### src/design/bdlp_pkg.sv
`default_nettype none

package bdlp_pkg;

    // Field and register widths.
    localparam int ST_W      = 3;
    localparam int TIME_W    = 32;
    localparam int CFG_W     = 16;
    localparam int CFG_IDX_W = 1;
    localparam int PIN_COUNT = 4;
    localparam int BTN_W     = 2;

    // Button state codes.
    localparam logic [ST_W-1:0] ST_IDLE       = 3'd0;
    localparam logic [ST_W-1:0] ST_DEBOUNCING = 3'd1;
    localparam logic [ST_W-1:0] ST_PRESSED    = 3'd2;
    localparam logic [ST_W-1:0] ST_RELEASED   = 3'd3;
    localparam logic [ST_W-1:0] ST_LONG       = 3'd4;
    localparam logic [ST_W-1:0] ST_LONG_READ  = 3'd5;

    // Operation codes of an input transaction.
    localparam logic FUNC_UPDATE = 1'b0;
    localparam logic FUNC_READ   = 1'b1;

    // Configuration register indexes.
    localparam logic [CFG_IDX_W-1:0] CFG_DEBOUNCE   = 1'b0;
    localparam logic [CFG_IDX_W-1:0] CFG_LONG_PRESS = 1'b1;

    // Configuration reset values.
    localparam logic [CFG_W-1:0] DEBOUNCE_RESET   = 16'd20;
    localparam logic [CFG_W-1:0] LONG_PRESS_RESET = 16'd1000;

    // Per-lane command issued when a transaction is accepted.
    typedef struct packed {
        logic upd;      // step the state machine from the pin
        logic ack;      // status of this lane is being read
        logic pin_low;  // sampled pin level, low means pressed
    } lane_cmd_t;

endpackage

`default_nettype wire

### src/design/button_debounce_long_press_core.sv
`default_nettype none

// Debounce and long-press qualifier for NUM_BUTTONS active-low push buttons, one
// state machine lane per button. An update transaction (func 0) samples all pins at
// now_ms and steps every lane at once; it produces no result. A read transaction
// (func 1) returns the status of one button (0 idle, 1 debouncing, 2 pressed,
// 3 released, 4 long press, 5 long press read) and acknowledges it. A new
// transaction is accepted every clock cycle while the output register is empty or
// being drained; the status of a read appears on the output in the cycle after it is
// accepted. Elapsed time is the wrapping difference of now_ms and the stamp taken at
// the start of a press, compared strictly greater than the configured thresholds.
// Buttons with index 4 and above see their pin as released. Configuration writes are
// taken in one cycle and should only be issued while no read result is pending.
module button_debounce_long_press_core
#(
    parameter int NUM_BUTTONS = 4
)
(
    input  wire                                 clk,
    input  wire                                 rst_n,
    input  wire                                 cfg_we,
    input  wire [bdlp_pkg::CFG_IDX_W-1:0]       cfg_index,
    input  wire [bdlp_pkg::CFG_W-1:0]           cfg_data,
    input  wire                                 in_valid,
    output logic                                in_ready,
    input  wire                                 func,
    input  wire [bdlp_pkg::TIME_W-1:0]          now_ms,
    input  wire [bdlp_pkg::PIN_COUNT-1:0]       pins_high,
    input  wire [bdlp_pkg::BTN_W-1:0]           button,
    output logic                                out_valid,
    input  wire                                 out_ready,
    output logic [bdlp_pkg::ST_W-1:0]           status
);

    logic [bdlp_pkg::CFG_W-1:0] debounce_reg;
    logic [bdlp_pkg::CFG_W-1:0] long_press_reg;
    logic                       in_fire;
    logic                       upd_fire;
    logic                       read_fire;
    bdlp_pkg::lane_cmd_t        lane_cmd   [NUM_BUTTONS];
    logic [bdlp_pkg::ST_W-1:0]  lane_state [NUM_BUTTONS];

    // Configuration registers.
    always_ff @(posedge clk or negedge rst_n)
    begin
        if (!rst_n)
        begin
            debounce_reg   <= bdlp_pkg::DEBOUNCE_RESET;
            long_press_reg <= bdlp_pkg::LONG_PRESS_RESET;
        end
        else if (cfg_we)
        begin
            case (cfg_index)
                bdlp_pkg::CFG_DEBOUNCE:   debounce_reg   <= cfg_data;
                bdlp_pkg::CFG_LONG_PRESS: long_press_reg <= cfg_data;
                default:                  debounce_reg   <= debounce_reg;
            endcase
        end
    end

    // Input handshake: blocked only while a result waits and is not being taken.
    assign in_ready  = !out_valid || out_ready;
    assign in_fire   = in_valid && in_ready;
    assign upd_fire  = in_fire && (func == bdlp_pkg::FUNC_UPDATE);
    assign read_fire = in_fire && (func == bdlp_pkg::FUNC_READ);

    // One lane per button.
    for (genvar i = 0; i < NUM_BUTTONS; i++)
    begin : g_lane
        assign lane_cmd[i].upd = upd_fire;
        assign lane_cmd[i].ack = read_fire && (int'(button) == i);
        if (i < bdlp_pkg::PIN_COUNT)
        begin : g_pin
            assign lane_cmd[i].pin_low = !pins_high[i];
        end
        else
        begin : g_no_pin
            assign lane_cmd[i].pin_low = 1'b0;
        end

        bdlp_lane u_lane
        (
            .clk           (clk),
            .rst_n         (rst_n),
            .cmd           (lane_cmd[i]),
            .now_ms        (now_ms),
            .debounce_ms   (debounce_reg),
            .long_press_ms (long_press_reg),
            .state         (lane_state[i])
        );
    end

    // Status selection and output register.
    bdlp_merge #(
        .NUM_BUTTONS (NUM_BUTTONS)
    ) u_merge
    (
        .clk        (clk),
        .rst_n      (rst_n),
        .lane_state (lane_state),
        .button     (button),
        .load       (read_fire),
        .out_valid  (out_valid),
        .out_ready  (out_ready),
        .status     (status)
    );

    // A pending result that is not taken must stall the input.
    assert property (@(posedge clk) disable iff (!rst_n)
        (out_valid && !out_ready) |-> !in_ready)
        else $error("input accepted while result is stalled");

    // Every accepted read presents a result on the next cycle.
    assert property (@(posedge clk) disable iff (!rst_n)
        read_fire |=> out_valid)
        else $error("read transaction produced no result");

    // A read of a missing button reports idle.
    assert property (@(posedge clk) disable iff (!rst_n)
        (read_fire && (int'(button) >= NUM_BUTTONS)) |=> (status == bdlp_pkg::ST_IDLE))
        else $error("missing button did not read as idle");

    // An update transaction never loads the output register.
    assert property (@(posedge clk) disable iff (!rst_n)
        (upd_fire && !out_valid) |=> !out_valid)
        else $error("update transaction produced a result");

endmodule

`default_nettype wire

### src/design/bdlp_lane.sv
`default_nettype none

module bdlp_lane
(
    input  wire                              clk,
    input  wire                              rst_n,
    input  wire bdlp_pkg::lane_cmd_t         cmd,
    input  wire [bdlp_pkg::TIME_W-1:0]       now_ms,
    input  wire [bdlp_pkg::CFG_W-1:0]        debounce_ms,
    input  wire [bdlp_pkg::CFG_W-1:0]        long_press_ms,
    output logic [bdlp_pkg::ST_W-1:0]        state
);

    logic [bdlp_pkg::ST_W-1:0]   state_reg;
    logic [bdlp_pkg::ST_W-1:0]   state_next;
    logic [bdlp_pkg::TIME_W-1:0] press_time_reg;
    logic [bdlp_pkg::TIME_W-1:0] press_time_next;
    logic [bdlp_pkg::TIME_W-1:0] elapsed;
    logic                        debounce_done;
    logic                        long_done;

    // Wrapping elapsed time since the press was first seen.
    assign elapsed       = now_ms - press_time_reg;
    assign debounce_done =
        elapsed > {{(bdlp_pkg::TIME_W - bdlp_pkg::CFG_W){1'b0}}, debounce_ms};
    assign long_done     =
        elapsed > {{(bdlp_pkg::TIME_W - bdlp_pkg::CFG_W){1'b0}}, long_press_ms};

    // Next state for an update or a status read.
    always_comb
    begin
        state_next      = state_reg;
        press_time_next = press_time_reg;
        if (cmd.upd)
        begin
            case (state_reg)
                bdlp_pkg::ST_IDLE:
                begin
                    if (cmd.pin_low)
                    begin
                        press_time_next = now_ms;
                        state_next      = bdlp_pkg::ST_DEBOUNCING;
                    end
                end
                bdlp_pkg::ST_DEBOUNCING:
                begin
                    if (debounce_done)
                    begin
                        state_next = cmd.pin_low ? bdlp_pkg::ST_PRESSED : bdlp_pkg::ST_IDLE;
                    end
                end
                bdlp_pkg::ST_PRESSED:
                begin
                    if (!cmd.pin_low)
                    begin
                        state_next = bdlp_pkg::ST_RELEASED;
                    end
                    else if (long_done)
                    begin
                        state_next = bdlp_pkg::ST_LONG;
                    end
                end
                bdlp_pkg::ST_RELEASED, bdlp_pkg::ST_LONG:
                begin
                    state_next = state_reg;
                end
                bdlp_pkg::ST_LONG_READ:
                begin
                    if (!cmd.pin_low)
                    begin
                        state_next = bdlp_pkg::ST_IDLE;
                    end
                end
                default:
                begin
                    state_next = bdlp_pkg::ST_IDLE;
                end
            endcase
        end
        else if (cmd.ack)
        begin
            case (state_reg)
                bdlp_pkg::ST_RELEASED: state_next = bdlp_pkg::ST_IDLE;
                bdlp_pkg::ST_LONG:     state_next = bdlp_pkg::ST_LONG_READ;
                default:               state_next = state_reg;
            endcase
        end
    end

    // State register.
    always_ff @(posedge clk or negedge rst_n)
    begin
        if (!rst_n)
        begin
            state_reg <= bdlp_pkg::ST_IDLE;
        end
        else
        begin
            state_reg <= state_next;
        end
    end

    // Press time stamp; only read after it has been written on entry to debouncing.
    always_ff @(posedge clk)
    begin
        press_time_reg <= press_time_next;
    end

    assign state = state_reg;

endmodule

`default_nettype wire

### src/design/bdlp_merge.sv
`default_nettype none

module bdlp_merge
#(
    parameter int NUM_BUTTONS = 4
)
(
    input  wire                             clk,
    input  wire                             rst_n,
    input  wire [bdlp_pkg::ST_W-1:0]        lane_state [NUM_BUTTONS],
    input  wire [bdlp_pkg::BTN_W-1:0]       button,
    input  wire                             load,
    output logic                            out_valid,
    input  wire                             out_ready,
    output logic [bdlp_pkg::ST_W-1:0]       status
);

    logic [bdlp_pkg::ST_W-1:0] sel_state;
    logic                      out_valid_reg;
    logic                      out_valid_next;
    logic [bdlp_pkg::ST_W-1:0] status_reg;

    // Pick the addressed lane; a missing button reads as idle.
    always_comb
    begin
        sel_state = bdlp_pkg::ST_IDLE;
        for (int i = 0; i < NUM_BUTTONS; i++)
        begin
            if (int'(button) == i)
            begin
                sel_state = lane_state[i];
            end
        end
    end

    // Output register: filled by a read, emptied when the result is taken.
    always_comb
    begin
        out_valid_next = out_valid_reg;
        if (load)
        begin
            out_valid_next = 1'b1;
        end
        else if (out_ready)
        begin
            out_valid_next = 1'b0;
        end
    end

    always_ff @(posedge clk or negedge rst_n)
    begin
        if (!rst_n)
        begin
            out_valid_reg <= 1'b0;
        end
        else
        begin
            out_valid_reg <= out_valid_next;
        end
    end

    always_ff @(posedge clk)
    begin
        if (load)
        begin
            status_reg <= sel_state;
        end
    end

    assign out_valid = out_valid_reg;
    assign status    = status_reg;

endmodule

`default_nettype wire

### config.mk
export PLATFORM = sky130hd
export DESIGN_NAME = button_debounce_long_press_core
export DESIGN_NICKNAME = d
export VERILOG_FILES = /design/src/design/bdlp_pkg.sv /design/src/design/button_debounce_long_press_core.sv /design/src/design/bdlp_lane.sv /design/src/design/bdlp_merge.sv
export SDC_FILE = /design/constraint.sdc
export NUM_CORES = 1
export LEC_CHECK = 0
export ABC_AREA = 1
export CORE_MARGIN = 2
export CORE_UTILIZATION = 40
export DETAILED_ROUTE_END_ITERATION = 12
export DONT_BUFFER_PORTS = 1
export GPL_TIMING_DRIVEN = 0
export SETUP_SLACK_MARGIN = 0.1
export SYNTH_ARGS = -nofsm -noshare
export SYNTH_HDL_FRONTEND = slang
export SYNTH_SLANG_ARGS = --single-unit
### constraint.sdc
create_clock -name clk -period 5.85 [get_ports clk]
set_input_delay 0.585 -clock clk [delete_from_list [all_inputs] [get_ports clk]]
set_output_delay 0.585 -clock clk [all_outputs]
set_load 0.005 [all_outputs]
* Word level (Yosys, flattened, before mapping)
Cells that the tools add are included.
** Storage, ports and cells
- Memory bits (writable) :: 0
- Memories kept :: 0
- Memory bits (read-only) :: 0
- Register bits :: 176
- Latch bits :: 0
- Word-level logic and storage cells :: 156
** Operators by class
- Add/subtract/negate cells :: 4
- $lt $le $gt $ge :: 8
- Muxes and demuxes :: 46
- Reductions and logical operators :: 37
- Bitwise operators :: 6
- Div/mod/pow operators :: 0
- Eq/ne operators :: 43
- Shifts and indexed selects :: 0
- $mul :: 0
** Operators with widths (number)
- $gt A32 B16 Y1 :: 8
- $sub A32 B32 Y32 :: 4
- $mux W3 :: 32
- $pmux W3 S5 :: 4
- $reduce_and A7 Y1 :: 4
- $eq A3 B2 Y1 const B :: 8
- $eq A3 B3 Y1 const B :: 8
- $ne A3 B3 Y1 const B :: 8
- $pmux W3 S2 :: 4
- $ne A4 B3 Y1 const B :: 4
- $eq A3 B1 Y1 const B :: 4
- $logic_not A3 Y1 :: 4
- $ne A3 B2 Y1 const B :: 4
- $reduce_and A3 Y1 :: 4
- $reduce_bool A3 Y1 :: 4
- $reduce_bool A2 Y1 :: 5
- $mux W2 :: 4
- $ne A2 B2 Y1 const B :: 4
- $reduce_or A2 Y1 :: 4
- $logic_and A1 B1 Y1 :: 7
- $not A1 Y1 :: 6
- $eq A2 B2 Y1 const B :: 2
- $reduce_and A2 Y1 :: 2
- $eq A2 B1 Y1 const B :: 1
- other kinds (4) :: 5

* Logic depth before layout (Yosys ltp)
Gate-level depths: netlist (run 1).
- Depth after elaboration :: 7
- Mapped depth :: 25

* By module
A second synthesis (run 1) with hierarchy kept.
** Unflattened totals
- Cell total of the unflattened synthesis :: 3363
- Area total of the unflattened synthesis :: 20932.6 µm²
** By module, submodules not included
- bdlp_lane at g_lane[0].u_lane ... :: seq. area each 1036.0 µm², area each 4819.6 µm², cells an instance 797, instances 3
- bdlp_lane at g_lane[1].u_lane :: seq. area each 1036.0 µm², area each 4825.9 µm², cells an instance 805, instances 1
- button_debounce_long_press_core :: seq. area each 810.8 µm², area each 1408.9 µm², cells an instance 141, instances 1
- bdlp_merge :: seq. area each 115.1 µm², area each 239.0 µm², cells an instance 26, instances 1

* Worst setup path before layout (run 1)
Ideal clock, no wire load.
- Path type :: in2reg
- Start point :: in out_ready
- End point :: reg g_lane[0].u_lane.press_time_reg[0] in the netlist's numbering, enable pin
- Stages :: 8
- Setup time :: 0.501 ns
- Path slack :: 0.956 ns
- Buffers on the path :: 0
- Arrival :: 4.393 ns
- Path through :: inv_1 > nand2_1 > nand2_1 > nor2_4 > inv_1 > nor2_1 > inv_1 > nor4_1
** Between the ends
- Word-level cells in the longest chain between the ends :: 4
** Ends and longest elaborated chain
- start, declared :: line button_debounce_long_press_core.sv:31 : input wire out_ready,
- $logic_or A1 B1 Y1 :: line button_debounce_long_press_core.sv:62 : assign in_ready = !out_valid || out_ready;
- net in_ready :: line button_debounce_long_press_core.sv:25 : output logic in_ready,
- $logic_and A1 B1 Y1 :: line button_debounce_long_press_core.sv:63 : assign in_fire = in_valid && in_ready;
- $logic_and A1 B1 Y1 :: line button_debounce_long_press_core.sv:64 : assign upd_fire = in_fire && (func == bdlp_pkg::FUNC_UPDATE);
- $reduce_and A3 Y1 (no line)
- end signal, assigned :: line bdlp_lane.sv:106 : press_time_reg <= press_time_next;
- end, declared :: line bdlp_lane.sv:16 : logic [bdlp_pkg::TIME_W-1:0] press_time_reg;
The timed path passes the listed nets, and every way through them passes these cells.
A chain may end at the register's enable or synchronous reset.

* Final worst setup path (run 1)
- Start point :: reg g_lane[2].u_lane.press_time_reg[0] in the netlist's numbering
- End point :: reg g_lane[2].u_lane.state_reg (netlist bit g_lane[2].u_lane.state[0])
** Between the ends
- Word-level cells in the longest chain between the ends :: 4
- Elaborated cells between the ends (all ways) :: 6
** Ends and longest elaborated chain
- start, declared :: line bdlp_lane.sv:16
- start signal, assigned :: line bdlp_lane.sv:106
- $sub A32 B32 Y32 (*) :: line bdlp_lane.sv:23 : assign elapsed = now_ms - press_time_reg;
- $gt A32 B16 Y1 (on tied branches) :: line bdlp_lane.sv:27, bdlp_lane.sv:25
- $ne A4 B3 Y1 (no line) or $ne A3 B2 Y1 (tied branches)
- $reduce_and A7 Y1 (no line) (*)
- end signal, assigned :: line bdlp_lane.sv:95 : state_reg <= bdlp_pkg::ST_IDLE;
- end signal, assigned :: line bdlp_lane.sv:99 : state_reg <= state_next;
- end, declared :: line bdlp_lane.sv:14 : logic [bdlp_pkg::ST_W-1:0] state_reg;
Every way passes the cells marked *; elsewhere a longest branch is shown, timed or not.

==> results by group, run 1 <==
Run status
  – Status: finished, final reports clean

Logic synthesis
  – Post-synth EDFFs: 131
  – Sequential fraction of the synthesis area: 0.252
  – Post-synth top area share: 0.216
  – Ys flop type: edfxtp_1
  – Synth cell count leaders: nand2_1 (1156), inv_1 (700), ha_1 (252)
  – Mux cell area share after synthesis: 0
  – Cell variety after synth: 43
  – Synth Warn #: 0
  – Synth area leaders: nand2_1 (22%), edfxtp_1 (20%), ha_1 (16%)
  – #FFs+latches synth: 176
  – Main combinational cell family by area after synthesis: simple AND/OR/NAND/NOR gates
  – Synth Area in Simple Gates: 0.358
  – Adder-cell share of the synthesized area: 0.161
  – Syn Nets: 3516
  – Async set or reset register ratio after synthesis: 0.256
  – Cell taking the most area after synthesis: nand2_1
  – Synth Area in Compound Gates: 0.0687
  – Gate Count Post-Synth: 3199
  – Synth Area in XOR/XNOR: 0.0262
  – Netlist Area Pre-Place: 0.0201 mm^2
  – Average cell area after synthesis: 6.28 um^2
  – Most common cell in the synthesized netlist: nand2_1

Cells and area
  – Largest register FFs: 128
  – Final Cell Area: 0.0217 mm^2
  – Layout cell share with drive strength beyond 1: 0.0398
  – Final #Nets: 3547
  – Final Util: 0.435
  – Area Overhead vs Synth: 7.96%
  – Non-filler cells in the finished layout: 3917

Power and ir drop
  – Leakage: 12.3 nW
  – Net Sw Frac: 0.404
  – Total chip power: 4.42 mW
  – Clock power share: 0.267
  – Cell Pwr Density: 204 mW/mm^2
  – Switch Pwr: 1.79 mW
  – Peak supply drop: 0.240 mV
  – Cell Int Power: 2.64 mW
  – Sequential group share of total power: 0.337
  – Logic pwr share: 0.396

Floorplanning
  – # IOs: 66
  – Die height: 228 um
  – Initial Util: 0.403
  – Core area: 0.0499 mm^2
  – Rows: 82
  – Die W: 228 um
  – Die Area: 0.0520 mm^2

Global routing
  – Tot GR Track Use: 0.249
  – Vias in the first global route: 17893
  – Largest net degree at the start of global routing: 46
  – Initial antenna violation count: 2
  – Grt ovf: 0
  – First-pass GRT wire length: 99.9 mm

Route
  – Routed vias/inst: 4.80
  – ANT nets after route: 0
  – Iter 0 DRT Violations: 1380
  – Final WL: 63.0 mm
  – WL per Instance: 16.1 um
  – Drt pass-1 iters: 5
  – Drt drc: 0
  – Via count: 18816

Timing
  – Fin. Hold Viols: 0
  – Slew margin rel.: 0.474
  – Final hold slack: 0.179 ns
  – Fmax: 228 MHz
  – Fin Setup TNS: 0 ns
  – Slew Viols, Final: 0
  – Setup WS post-layout: 1.47 ns
  – Actual slew at the worst max-slew pin: 0.782 ns
  – Setup-failing EPs final: 0
  – Clock skew: 0.0120 ns
  – Min Tclk post-route: 4.38 ns
  – RSZ-0062 raised after global routing: no
  – Final Cycle Share: 0.748

Place
  – Dpl ws: 1.24 ns
  – Port buffer count: 0
  – Post-Place Cells: 3881
  – Final Wtd Congestion: 0.958
  – Post-DP HPWL: 52.0 mm
  – Area after DPL: 0.0211 mm^2

CTS
  – TritonCTS clock tree: built
  – H-tree depth: 4
  – # clock sinks: 176
  – Post-CTS Setup Bufs: 0
  – Clk Tree Root Cell: clkbuf_16
  – CTS Hold Bufs: 2
  – Post-CTS sizing: 0
  – Clk buf depth: 2
  – Cts bufs inserted: 17
  – Clock-pin slew on the worst setup and hold paths: 0.08 ns
  – Skew-Pair Late Insertion Delay: 0.50 ns

Critical path
  – Crit path DAT: 4.81 ns
  – Critical path's top delay family: simple AND/OR/NAND/NOR gates
  – Critical path capture point type: register
  – Delay of the slowest cell on the worst path: 0.65 ns
  – Slowest stage cell, crit path: a21boi_0
  – Startpoint types: register
  – Worst path bufs/invs: 1
  – Crit Path Max Fanout: 4
  – Most used cell, CP: nand2_1
  – Worst path required time: 6.28 ns
  – Kind of critical path: reg2reg
  – CP cell instances: ha_1, fa_1, inv_1, nand2_1, nand3_1, nand2_1, nand2_1, xor2_1, ha_1, nand4_1, nor3_1, nand3_1, a21boi_0, nand3_1, nand2_1, nand2_2, nand2_2, nand2_1, nand2_1

Flow run
  – Max-Cap Viols: 0

Hold path
  – Hold Path Class: in2reg
[power by group through the flow]
stage	sequential, mW	combinational [mW]	clock [mW]
detailed placement	1.51	1.72	0
global route	1.50	2.02	1.26
CTS	1.49	1.73	1.22
floorplan	1.50	1.27	0
global placement	1.52	1.68	0
finish	1.49	1.75	1.18
[layout make-up]
class / instances / area, um^2
diodes: 2 / 5.00
plain buffers: 9 / 37.5
clock buffers: 17 / 425
clock inverters: 15 / 155
fillers: 5389 / 28200
inverters: 708 / 2660
multi-input cells: 2306 / 12300
flip-flops and latches: 176 / 5070
well taps: 672 / 841
repair buffers: 12 / 145
[cells in the final DEF, fill, tap and decap left out, types with 6 or more instances in the layout]
cell type,count
clkbuf_16,17
and3_1,8
xor2_1,55
nor2_1,239
a21oi_1,144
clkbuf_1,7
inv_2,8
o21ai_0,71
dfstp_2,8
ha_1,252
nand2_1,1156
nor3_1,27
nor3_2,6
buf_4,9
dfrtp_1,37
o21bai_1,7
edfxtp_1,131
inv_1,700
nand4_1,35
nor2_4,6
and2_1,29
nor2_2,14
nand3_1,166
nand2_2,36
o211ai_1,9
[final timing paths]
kind	from	endpoint	depth (start not counted)	slack, ns
worst max-delay path	g_lane[2].u_lane.press_time_reg[0]	g_lane[2].u_lane.state[0]	19	1.47
min in group asynchronous	rst_n	g_lane[3].u_lane.state[2]	2	0.60
worst max register to register	g_lane[2].u_lane.press_time_reg[0]	g_lane[2].u_lane.state[0]	19	1.47
worst min-delay path	now_ms[7]	g_lane[3].u_lane.press_time_reg[7]	0	0.18
max in group asynchronous	rst_n	long_press_reg[7]	2	4.97
worst min register to register	long_press_reg[8]	long_press_reg[8]	2	0.49
[metal layers]
layer	wire, um	vias up	global-route usage
met4	1810	0	0.0842
li1	-	10020	-
met1	31100	8312	0.346
met5	0	-	0
met3	3480	57	0.0419
met2	26600	427	0.391
[cells by family after synthesis]
logic type / Yosys count
AOI/OAI and AO/OA: 255
xor gates and xnor gates: 60
adders and majority gates: 256
buffers and inverters: 717
DFF: 176
and+or+nand+nor: 1735
(Power assumes the default switching activity.)
==> inputs of run 2 (changes only) <==
--- a/config.mk
+++ b/config.mk
@@ -5,7 +5,7 @@
 export SDC_FILE = /design/constraint.sdc
 export NUM_CORES = 1
 export LEC_CHECK = 0
-export ABC_AREA = 1
+export ABC_AREA = 0
 export CORE_MARGIN = 2
 export CORE_UTILIZATION = 40
 export DETAILED_ROUTE_END_ITERATION = 12
==> constraint.sdc (replaced) <==
create_clock -name clk -period 4 [get_ports clk]
set_input_delay 0.4 -clock clk [delete_from_list [all_inputs] [get_ports clk]]
set_output_delay 0.4 -clock clk [all_outputs]
set_load 0.005 [all_outputs]
==> results by group, run 2 <==
Critical path
  – Slowest stage cell, crit path: edfxtp_1
  – R2R Path Start: g_lane[0].u_lane.press_time_reg[1]
  – Crit path DAT: 4.81 ns
  – Crit Path Max Fanout: 2
  – Delay of the slowest cell on the worst path: 0.40 ns
  – Worst R2R Setup Slack: -0.42 ns
  – Worst path required time: 4.39 ns
  – Number of cells on the critical path: 22
  – Startpoint types: register
  – R2r worst-path depth: 22
  – CP cell instances: inv_2, ha_4, nor2b_4, o2111ai_2, a31o_2, nand2b_1, a21o_1, a21o_1, a21oi_2, xnor2_2, ha_1, a21o_1, a21o_1, a211oi_2, o221ai_2, a21oi_2, o21a_1, a31oi_1, nor2_1, nand4_1, nand2_2, mux2_4
  – R2R Path End: g_lane[0].u_lane.state[0]
  – Kind of critical path: reg2reg
  – Critical path capture point type: register
  – Worst path bufs/invs: 1
  – Most used cell, CP: a21o_1
  – Critical path's top delay family: compound AO/OA/AOI/OAI gates

Cells and area
  – Commonest cells after routing, fill and taps aside: ha_1 (234), inv_1 (189), a21oi_1 (156)
  – Final #Nets: 2366
  – Largest register FFs: 128
  – Most common cell after layout, fill and taps aside: ha_1
  – Layout cell share with drive strength beyond 1: 0.150
  – Diode count: 0
  – Final Util: 0.488
  – Area Overhead vs Synth: 21.0%

Timing
  – Min Tclk post-route: 4.42 ns
  – Fin Setup TNS: -0.921 ns
  – Actual slew at the worst max-slew pin: 0.916 ns
  – Final hold slack: 0.0391 ns
  – Setup WS post-layout: -0.418 ns
  – Slew margin rel.: 0.385
  – Final Cycle Share: 1.10
  – Slew Viols, Final: 0
  – Fmax: 226 MHz
  – Setup-failing EPs final: 3
  – RSZ-0062 raised after global routing: yes
  – Fin. Hold Viols: 0
  – Clock skew: 0.0150 ns

Floorplanning
  – Die height: 209 um
  – Die Area: 0.0436 mm^2
  – Rows: 75
  – # IOs: 66
  – Initial Util: 0.403
  – Core area: 0.0417 mm^2
  – Die W: 209 um

CTS
  – Clock-pin slew on the worst setup and hold paths: 0.07 ns
  – Cts bufs inserted: 17
  – # clock sinks: 176
  – TritonCTS clock tree: built
  – H-tree depth: 4
  – Skew-Pair Late Insertion Delay: 0.51 ns
  – Clk Tree Root Cell: clkbuf_16
  – Clk buf depth: 2

Power and ir drop
  – Peak supply drop: 0.315 mV
  – Sequential group share of total power: 0.301
  – Switch Pwr: 2.82 mW
  – Cell Int Power: 4.53 mW
  – Clock power share: 0.253
  – Leakage: 8.59 nW
  – Total chip power: 7.35 mW
  – Logic pwr share: 0.445
  – Net Sw Frac: 0.384
  – Cell Pwr Density: 362 mW/mm^2

Place
  – Dpl ws: -0.819 ns
  – Port buffer count: 0
  – Post-DP HPWL: 39.9 mm
  – Final Wtd Congestion: 0.966

Run status
  – Failing checks: setup timing
  – Status: finished, violations left

Logic synthesis
  – Ys flop type: edfxtp_1
  – Synth cell count leaders: ha_1 (252), inv_1 (192), a21oi_1 (181)
  – Cell taking the most area after synthesis: edfxtp_1
  – Cell variety after synth: 78
  – Synth Warn #: 0
  – Post-synth top area share: 0.234
  – Syn Nets: 2246
  – Sequential fraction of the synthesis area: 0.302
  – Post-synth EDFFs: 131
  – #FFs+latches synth: 176
  – Netlist Area Pre-Place: 0.0168 mm^2
  – Average cell area after synthesis: 8.71 um^2
  – Gate Count Post-Synth: 1929
  – Synth area leaders: edfxtp_1 (23%), ha_1 (19%), dfrtp_1 (5.5%)
  – Most common cell in the synthesized netlist: ha_1
  – Async set or reset register ratio after synthesis: 0.256

Flow run
  – Max-Cap Viols: 0

Route
  – Drt drc: 0
  – WL per Instance: 20.6 um
  – Iter 0 DRT Violations: 945
  – Drt pass-1 iters: 6
  – Routed vias/inst: 5.85
  – Via count: 15203
  – Final WL: 53.5 mm
  – ANT nets after route: 0

Global routing
  – Tot GR Track Use: 0.245
  – Initial antenna violation count: 1
  – Vias in the first global route: 14723
  – Largest net degree at the start of global routing: 46
  – First-pass GRT wire length: 81.5 mm
  – Grt ovf: 0

Hold path
  – Worst hold endpoint: long_press_reg[7]
  – Hold Path Stages: 1
  – Hold Path Class: in2reg
  – Hold wc startpoint: cfg_data[7]
## run 2: cell types whose count changed after synthesis, sizes merged, moves of 58 or more
| cell | before | now |
|---|---|---|
| nand2 | 1194 | 160 |
| nand3 | 167 | 27 |
| nor2 | 259 | 126 |
| o21ai | 71 | 139 |
| inv | 708 | 192 |
| a21o | 2 | 60 |
## run 2: how the worst max path moves through the flow
stage                                             from                   endpoint  slack (ns)
floorplan           g_lane[0].u_lane.press_time_reg[1]  g_lane[0].u_lane.state[0]        0.10
global placement                             now_ms[0]  g_lane[0].u_lane.state[2]       -0.82
detailed placement                           now_ms[0]  g_lane[0].u_lane.state[2]       -0.82
CTS                 g_lane[0].u_lane.press_time_reg[1]  g_lane[0].u_lane.state[0]       -0.29
global route        g_lane[0].u_lane.press_time_reg[1]  g_lane[0].u_lane.state[0]       -0.52
finish              g_lane[0].u_lane.press_time_reg[1]  g_lane[0].u_lane.state[0]       -0.42
## run 2: layout make-up
cell class	count	area, um^2
Buffer	54	243
Clock buffer	17	425
Clock inverter	13	199
Fill cell	4009	21300
Inverter	192	721
Multi-Input combinational cell	1504	12000
Sequential cell	176	5070
Tap cell	539	674
Timing Repair Buffer	104	978
## run 2: through the flow
step / cell area [um^2] / instances
2_1_floorplan: 16800 / 1929
3_3_place_gp: 17500 / 2468
3_5_place_dp: 17600 / 2475
4_1_cts: 19300 / 2576
5_1_grt: 20300 / 2599
6_report: 20300 / 2599
## run 2: kinds of logic (layout without fill, tap and decap cells)
kind of cell / after synthesis / in the layout / share of synthesized area
simple gates: 534 / 534 / 0.155
buf+inv: 249 / 380 / 0.0580
mux: 32 / 32 / 0.0230
flops: 176 / 176 / 0.302
compound gates: 584 / 584 / 0.218
fa+ha+maj: 256 / 256 / 0.192
xor+xnor: 98 / 98 / 0.0511
## run 2: worst register-to-register path, cell delays in order (launching register included)
cell       delay (ns)
edfxtp_1         0.40
inv_2            0.08
ha_4             0.19
nor2b_4          0.12
o2111ai_2        0.22
a31o_2           0.22
nand2b_1         0.06
a21o_1           0.17
a21o_1           0.17
a21oi_2          0.18
xnor2_2          0.20
ha_1             0.31
a21o_1           0.17
a21o_1           0.19
a211oi_2         0.26
o221ai_2         0.14
a21oi_2          0.27
o21a_1           0.16
a31oi_1          0.05
nor2_1           0.12
nand4_1          0.16
nand2_2          0.16
mux2_4           0.30
## run 2: routing by layer
| metal | share of wire | global-route usage | routed length [um] | up-vias |
|---|---|---|---|---|
| met4 | 0.027 | 0.0869 | 1430 | 0 |
| met1 | 0.46 | 0.328 | 24400 | 7350 |
| met3 | 0.060 | 0.0482 | 3220 | 85 |
| met2 | 0.46 | 0.393 | 24500 | 433 |
| met5 | 0 | 0 | 0 | - |
| li1 | - | - | - | 7335 |
## run 2: what timing repair did
action,4_1_cts,5_1_grt
cloned,0,0
hold endpoints to repair,188,0
pin swaps,50,87
buffers inserted,22,26
endpoints found under the setup margin,12,12
hold buffers,49,0
gates resized for setup,84,151
## run 2: power by group through the flow
| stage | registers, mW | clock network [mW] | logic [mW] |
|---|---|---|---|
| after global routing | 2.23 | 1.97 | 3.61 |
| after global placement | 2.25 | 0 | 2.63 |
| after CTS | 2.21 | 1.92 | 2.94 |
| after detailed placement | 2.25 | 0 | 2.72 |
| after floorplan | 2.23 | 0 | 1.98 |
| final | 2.22 | 1.86 | 3.27 |
